$ cat src/upsd_pkg.sv
// shared types, character codes and the pair lookup for the percent decoder
`default_nettype none
package upsd_pkg;

    localparam logic [7:0] CH_PLUS    = 8'h2B;
    localparam logic [7:0] CH_PERCENT = 8'h25;
    localparam logic [7:0] CH_SPACE   = 8'h20;
    localparam logic [7:0] CH_DIG2    = 8'h32;
    localparam logic [7:0] CH_DIG3    = 8'h33;
    localparam logic [7:0] CH_DIG4    = 8'h34;
    localparam logic [7:0] CH_DIG5    = 8'h35;

    localparam int MAX_RESULTS = 3;

    typedef struct packed {
        logic [7:0] data;
        logic       eot;
    } in_item_t;

    typedef struct packed {
        logic [1:0]                        cnt;
        logic [MAX_RESULTS-1:0][7:0]       bytes;
        logic                              eot;
    } dec_res_t;

    typedef struct packed {
        logic       valid;
        logic [7:0] data;
    } pair_t;

    // decoded character for percent, hi, lo
    function automatic pair_t decode_pair(input logic [7:0] hi, input logic [7:0] lo);
        pair_t r;
        r.valid = 1'b0;
        r.data  = 8'h00;
        case (hi)
            CH_DIG2: begin
                if (lo >= 8'h30 && lo <= 8'h39) begin
                    r.valid = 1'b1;
                    r.data  = 8'h20 + (lo - 8'h30);
                end else if (lo == 8'h41 || lo == 8'h42 || lo == 8'h43 || lo == 8'h46) begin
                    r.valid = 1'b1;
                    r.data  = 8'h2A + (lo - 8'h41);
                end
            end
            CH_DIG3: begin
                if (lo == 8'h41 || lo == 8'h42 || lo == 8'h44 || lo == 8'h46) begin
                    r.valid = 1'b1;
                    r.data  = 8'h3A + (lo - 8'h41);
                end
            end
            CH_DIG4: begin
                if (lo == 8'h30) begin
                    r.valid = 1'b1;
                    r.data  = 8'h40;
                end
            end
            CH_DIG5: begin
                if (lo == 8'h42 || lo == 8'h44) begin
                    r.valid = 1'b1;
                    r.data  = 8'h5B + (lo - 8'h42);
                end
            end
            default: begin
                r.valid = 1'b0;
            end
        endcase
        return r;
    endfunction

endpackage
`default_nettype wire

$ cat src/upsd_decode.sv
// sequence state and per-byte decode into up to three result bytes
`default_nettype none
module upsd_decode
    import upsd_pkg::*;
(
    input  wire logic     aclk,
    input  wire logic     aresetn,
    input  wire in_item_t item,
    input  wire logic     advance,
    output dec_res_t      res
);

    localparam logic [1:0] PH_IDLE  = 2'd0;
    localparam logic [1:0] PH_PCT   = 2'd1;
    localparam logic [1:0] PH_DIGIT = 2'd2;

    logic [1:0] phase_reg, phase_next;
    logic [7:0] held_reg, held_next;

    always_comb begin
        logic [3:0][7:0] buf_w;
        logic [1:0]      n;
        logic [1:0]      ph;
        pair_t           pr;
        logic            do_plain;
        buf_w      = '0;
        n          = 2'd0;
        ph         = PH_IDLE;
        held_next  = held_reg;
        do_plain   = 1'b0;
        pr         = decode_pair(held_reg, item.data);
        unique case (phase_reg)
            PH_PCT: begin
                if (item.data >= CH_DIG2 && item.data <= CH_DIG5) begin
                    held_next = item.data;
                    ph        = PH_DIGIT;
                end else begin
                    buf_w[n] = CH_PERCENT;
                    n        = n + 2'd1;
                    do_plain = 1'b1;
                end
            end
            PH_DIGIT: begin
                if (pr.valid) begin
                    buf_w[n] = pr.data;
                    n        = n + 2'd1;
                end else begin
                    buf_w[n] = CH_PERCENT;
                    n        = n + 2'd1;
                    buf_w[n] = held_reg;
                    n        = n + 2'd1;
                    do_plain = 1'b1;
                end
            end
            default: begin
                do_plain = 1'b1;
            end
        endcase
        if (do_plain) begin
            if (item.data == CH_PERCENT) begin
                ph = PH_PCT;
            end else begin
                buf_w[n] = (item.data == CH_PLUS) ? CH_SPACE : item.data;
                n        = n + 2'd1;
            end
        end
        // end of text flushes whatever is held
        if (item.eot) begin
            if (ph == PH_PCT) begin
                buf_w[n] = CH_PERCENT;
                n        = n + 2'd1;
            end else if (ph == PH_DIGIT) begin
                buf_w[n] = CH_PERCENT;
                n        = n + 2'd1;
                buf_w[n] = held_next;
                n        = n + 2'd1;
            end
            ph = PH_IDLE;
        end
        phase_next = ph;
        res.cnt    = n;
        res.bytes  = buf_w[MAX_RESULTS-1:0];
        res.eot    = item.eot;
    end

    always_ff @(posedge aclk) begin
        if (!aresetn) begin
            phase_reg <= PH_IDLE;
            held_reg  <= 8'h00;
        end else if (advance) begin
            phase_reg <= phase_next;
            held_reg  <= held_next;
        end
    end

endmodule
`default_nettype wire

$ cat src/upsd_out.sv
// result buffer that sends the bytes of one input one transfer at a time
`default_nettype none
module upsd_out
    import upsd_pkg::*;
(
    input  wire logic     aclk,
    input  wire logic     aresetn,
    input  wire dec_res_t res,
    input  wire logic     load,
    output logic          can_load,
    output logic          m_tvalid,
    input  wire logic     m_tready,
    output logic [7:0]    m_tdata,   // out_byte
    output logic          m_tlast,   // out_last_of_run
    output logic          m_tuser    // out_end_of_text
);

    logic [MAX_RESULTS-1:0][7:0] buf_reg;
    logic [1:0]                  cnt_reg;
    logic                        eot_reg;
    logic                        xfer;

    assign m_tvalid = (cnt_reg != 2'd0);
    assign xfer     = m_tvalid && m_tready;
    assign can_load = !m_tvalid || (xfer && cnt_reg == 2'd1);
    assign m_tdata  = buf_reg[0];
    assign m_tlast  = (cnt_reg == 2'd1);
    assign m_tuser  = eot_reg && (cnt_reg == 2'd1);

    always_ff @(posedge aclk) begin
        if (!aresetn) begin
            cnt_reg <= 2'd0;
        end else if (load) begin
            cnt_reg <= res.cnt;
        end else if (xfer) begin
            cnt_reg <= cnt_reg - 2'd1;
        end
    end

    always_ff @(posedge aclk) begin
        if (load) begin
            buf_reg <= res.bytes;
            eot_reg <= res.eot;
        end else if (xfer) begin
            buf_reg <= {8'h00, buf_reg[MAX_RESULTS-1:1]};
        end
    end

endmodule
`default_nettype wire

$ cat src/url_percent_subset_decoder.sv
// top level of the streaming url percent decoder for the listed codes
//
// channel | dir | tdata          | tlast            | tuser
// s_      | in  | in_byte [7:0]  | in_end_of_text   | -
// m_      | out | out_byte [7:0] | out_last_of_run  | out_end_of_text
//
// one input byte is decoded per cycle between the input register and the result buffer,
// when that buffer can load; an input that yields n result bytes (n is 0 to 3) holds
// the buffer until all are sent, so the input side stalls for each byte beyond the first
// reset clears the held percent sequence and both valid flags
// m_tready low freezes the result buffer, then the input register, then s_tready
`default_nettype none
module url_percent_subset_decoder
    import upsd_pkg::*;
(
    input  wire logic       aclk,
    input  wire logic       aresetn,
    input  wire logic       s_tvalid,
    output logic            s_tready,
    input  wire logic [7:0] s_tdata,   // in_byte
    input  wire logic       s_tlast,   // in_end_of_text
    output logic            m_tvalid,
    input  wire logic       m_tready,
    output logic [7:0]      m_tdata,   // out_byte
    output logic            m_tlast,   // out_last_of_run
    output logic            m_tuser    // out_end_of_text
);

    in_item_t in_reg;
    logic     in_valid_reg;
    logic     can_load;
    logic     consume;
    dec_res_t res;

    assign consume  = in_valid_reg && can_load;
    assign s_tready = !in_valid_reg || consume;

    always_ff @(posedge aclk) begin
        if (!aresetn) begin
            in_valid_reg <= 1'b0;
        end else if (s_tvalid && s_tready) begin
            in_valid_reg <= 1'b1;
        end else if (consume) begin
            in_valid_reg <= 1'b0;
        end
    end

    always_ff @(posedge aclk) begin
        if (s_tvalid && s_tready) begin
            in_reg.data <= s_tdata;
            in_reg.eot  <= s_tlast;
        end
    end

    upsd_decode u_decode (
        .aclk    (aclk),
        .aresetn (aresetn),
        .item    (in_reg),
        .advance (consume),
        .res     (res)
    );

    upsd_out u_out (
        .aclk     (aclk),
        .aresetn  (aresetn),
        .res      (res),
        .load     (consume && (res.cnt != 2'd0)),
        .can_load (can_load),
        .m_tvalid (m_tvalid),
        .m_tready (m_tready),
        .m_tdata  (m_tdata),
        .m_tlast  (m_tlast),
        .m_tuser  (m_tuser)
    );

endmodule
`default_nettype wire
$ cat config.mk
export PLATFORM = sky130hd
export DESIGN_NAME = url_percent_subset_decoder
export DESIGN_NICKNAME = d
export VERILOG_FILES = /design/src/upsd_pkg.sv /design/src/upsd_decode.sv /design/src/upsd_out.sv /design/src/url_percent_subset_decoder.sv
export SDC_FILE = /design/constraint.sdc
export NUM_CORES = 1
export LEC_CHECK = 0
export BUFFER_PORTS_ARGS = -buffer_cell sky130_fd_sc_hd__buf_2
export CAP_MARGIN = 20
export CORE_MARGIN = 5
export CORE_UTILIZATION = 55
export DETAILED_ROUTE_END_ITERATION = 10
export GPL_ROUTABILITY_DRIVEN = 0
export PLACE_DENSITY = 0.79
export SKIP_CTS_REPAIR_TIMING = 1
export SLEW_MARGIN = 20
export SYNTH_ARGS = -nofsm -noshare
export SYNTH_HDL_FRONTEND = slang
export SYNTH_HIERARCHICAL = 1
export SYNTH_SLANG_ARGS = --single-unit
$ cat constraint.sdc
create_clock -name aclk -period 11 [get_ports aclk]
set_clock_uncertainty 0.15 [all_clocks]
set_input_delay 1.1 -clock aclk [delete_from_list [all_inputs] [get_ports aclk]]
set_output_delay 1.1 -clock aclk [all_outputs]
set_load 0.03 [all_outputs]
==> metrics.csv <==
stage;metric;value;unit
outcome;outcome;finished clean;
die;initial core utilization;0.559;
timing;final hold violations;0;
layout;commonest non-fill, non-tap cells in the layout;edfxtp_1 (34), nor2_1 (28), nand2_1 (27), inv_1 (24), buf_2 (24);
job;Max Cap Viol;0;
global_route;largest net degree at the start of global routing;29;
pwr;Cell Pwr Density;124;nW/um^2
timing;final period utilization;0.536;
synth;synth warn;6;
pwr;NetSw;0.157;mW
route;DRT antenna net count;0;
route;DR WL/cell;19.0;um
layout;commonest non-fill, non-tap cell in the layout;edfxtp_1;
route;initial DRC count;626;
timing;Final WS setup;5.10;ns
pwr;peak supply drop;0.0894;mV
layout;Fillers;654;
timing;Final Setup Violations;0;
placed_design;post-DP HPWL;7410;um
placed_design;Setup WS pre-CTS;5.19;ns
critical_path;startpoint types;register;
timing;fmax;0.170;GHz
synth;Avg Inst Size Synth;9.25;um^2
pwr;clock share of power;0.303;
placed_design;I/O Buffers;24;
pwr;Comb power frac;0.241;
clock_tree;clock-pin slew on the worst setup and hold paths;0.10;ns
layout;Area growth, synth to finish;4.81;%
clock_tree;TritonCTS clock tree;built;
synth;Synth cell types;83;
route;TritonRoute pass-1 iters;7;
critical_path;WS Path Type;reg -> reg;
die;die area;9150;um^2
clock_tree;Clock Sink Count;47;
synth;Post-synth EDFFs;34;
timing;RSZ-0062 raised after global routing;false;
critical_path;Crit. End Element;register;
timing;worst slew pin tran;0.984;ns
global_route;GRT Total Usage;0.227;
synth;Async S/R FF share, synth;0;
hold_path;Worst Hold Launch;u_decode/phase_reg[1]$_SDFFE_PN0P_;
route;Remaining DRCs;0;
clock_tree;TritonCTS Buffers;5;
die;Core ar.;7210;um^2
clock_tree;Worst-Skew Late Latency;0.31;ns
clock_tree;number of H-tree levels;2;
timing;fin crit period;5.90;ns
layout;Ant. Diodes;0;
pwr;Sw Share;0.301;
synth;Synth Instances;436;
pwr;P_int;0.365;mW
global_route;GR Util met2;0.363;
critical_path;flop-to-flop setup slack;5.10;ns
pwr;part of the power in registers;0.456;
route;final wirelength;10100;um
die;Site Rows;31;
hold_path;hold path endpoint;u_decode/phase_reg[1]$_SDFFE_PN0P_;
die;die width;95.6;um
clock_tree;root buf cell;clkbuf_8;
synth;largest area contributor in the netlist;edfxtp_1;
critical_path;reg-to-reg endpoint;u_out/buf_reg[22]$_SDFFCE_PN0P_;
pwr;total power;0.522;mW
synth;Syn Std Cell Area;4030;um^2
die;# IOs;25;
timing;Sum Neg Setup Slack;0;ns
pwr;Pleak;1.58;nW
critical_path;RR Startpoint;in_reg[1]$_DFFE_PP_;
global_route;initial antenna violation count;0;
clock_tree;CTS max path bufs;2;
synth;Main synth FF type;edfxtp_1;
timing;relative slew slack;0.344;
global_route;met3 Usage GRT;0.0442;
critical_path;CP required;10.78;ns
synth;sequential share of the synthesized area;0.318;
layout;layout cells sized above 1;0.163;
synth;Yosys reg bits;47;
hold_path;cell count of the worst hold path;2;
critical_path;crit path DAT;5.68;ns
synth;Synth area leaders;edfxtp_1 (25%), ha_1 (6.8%), dfxtp_1 (6.5%), mux2_4 (3.7%), xnor2_1 (2.8%);
route;Via Count;3535;
global_route;Most Crowded Layer GR;met2;
layout;max FFs per register;16;
critical_path;R2R cell count;18;
critical_path;crit path max fanout;28;
global_route;first-pass GRT wire length;16200;um
timing;fin. max-slew vios;0;
global_route;vias in the first global route;3218;
synth;Yosys top cell area share;0.253;
synth;Syn Nets;471;
global_route;grt total ovfl;0;
global_route;grt met1 use;0.305;
hold_path;worst min path class;reg -> reg;
route;DR vias/cell;6.62;
layout;Final Net Count;469;
die;die height;95.6;um
layer usage:
| metal | routed length, um | part of all wire | up-vias |
|---|---|---|---|
| li1 | - | - | 1623 |
| met1 | 4080 | 0.40 | 1638 |
| met2 | 4610 | 0.46 | 219 |
| met3 | 993 | 0.098 | 55 |
| met4 | 451 | 0.045 | 0 |
| met5 | 0 | 0 | - |
worst max-delay path: stages, from the launching register on:
cell and delay (ns):
edfxtp_1 0.75, inv_1 0.22, ha_1 0.31, mux2_2 0.28
o21ai_1 0.29, a21o_1 0.25, and3_1 0.27, nand2b_1 0.13
a21o_1 0.17, ha_1 0.24, mux2i_1 0.11, or2_2 0.17
ha_1 0.32, o21ai_0 0.15, o31ai_1 0.25, o2bb2ai_1 0.17
o21a_1 0.15, buf_4 0.32, or2_1 0.82
through the flow:
stage	instance area [um^2]	instances	util	hold WS (ns)
6_report	4230	534	0.586	0.369
5_1_grt	4230	534	0.586	0.383
4_1_cts	4230	534	0.586	0.366
3_5_place_dp	4090	526	0.567	0.355
3_3_place_gp	4090	526	0.567	0.340
2_1_floorplan	4030	436	-	0.307
power by group through the flow:
stage | registers, mW | logic (mW) | clock network (mW)
6_report | 0.238 | 0.126 | 0.158
5_1_grt | 0.241 | 0.136 | 0.170
4_1_cts | 0.238 | 0.125 | 0.160
3_5_place_dp | 0.242 | 0.125 | 0
3_3_place_gp | 0.241 | 0.123 | 0
2_1_floorplan | 0.232 | 0.116 | 0
synthesized netlist by cell type, types with 3 or more instances:
cell type / instances
dfxtp_1: 13
mux2i_1: 6
o21ai_0: 17
mux2_4: 10
a21o_1: 5
nand2b_1: 5
o211ai_1: 4
nor2b_1: 3
a32o_1: 6
and2_1: 13
clkbuf_1: 16
a211oi_1: 3
a22oi_1: 6
edfxtp_1: 34
ha_1: 22
and3_1: 12
a2bb2oi_1: 4
or3_1: 4
o21a_1: 5
o22ai_1: 6
a21oi_1: 16
o31ai_1: 4
inv_1: 24
a32oi_1: 3
buf_2: 4
a21boi_0: 8
nand3_1: 9
a31oi_1: 7
buf_4: 11
nor2_1: 28
nand2_1: 27
nor3_1: 9
xnor2_1: 13
nand4_1: 3
nor3b_1: 4
mux2_2: 9
kinds of logic after synthesis:
family | share of synthesized area
buf+inv | 0.0723
simple gates | 0.201
fa+ha+maj | 0.0682
xor+xnor | 0.0326
compound gates | 0.231
mux | 0.0772
flops | 0.318
worst max-delay path by stage:
stage | startpoint | to | cells after the start
floorplan | in_reg[5]$_DFFE_PP_ | u_out/buf_reg[10]$_DFFE_PP_ | 21
global placement | in_reg[1]$_DFFE_PP_ | u_out/buf_reg[12]$_DFFE_PP_ | 18
detailed placement | in_reg[1]$_DFFE_PP_ | u_out/m_tdata[6]$_DFFE_PP_ | 18
CTS | in_reg[1]$_DFFE_PP_ | u_out/m_tdata[3]$_DFFE_PP_ | 18
global route | in_reg[1]$_DFFE_PP_ | u_out/m_tdata[6]$_DFFE_PP_ | 18
finish | in_reg[1]$_DFFE_PP_ | u_out/buf_reg[22]$_SDFFCE_PN0P_ | 18
layout make-up:
type | count | area (um^2) | share of cell area
multi-input combinational | 330 | 2460 | 0.582
sequential | 47 | 1280 | 0.303
timing repair buffer | 25 | 128 | 0.0302
tap | 99 | 124 | 0.0293
inverter | 25 | 93.8 | 0.0222
clock inverter | 3 | 71.3 | 0.0169
clock buffer | 5 | 68.8 | 0.0163
Note: power is estimated with default switching activity, not from simulation.
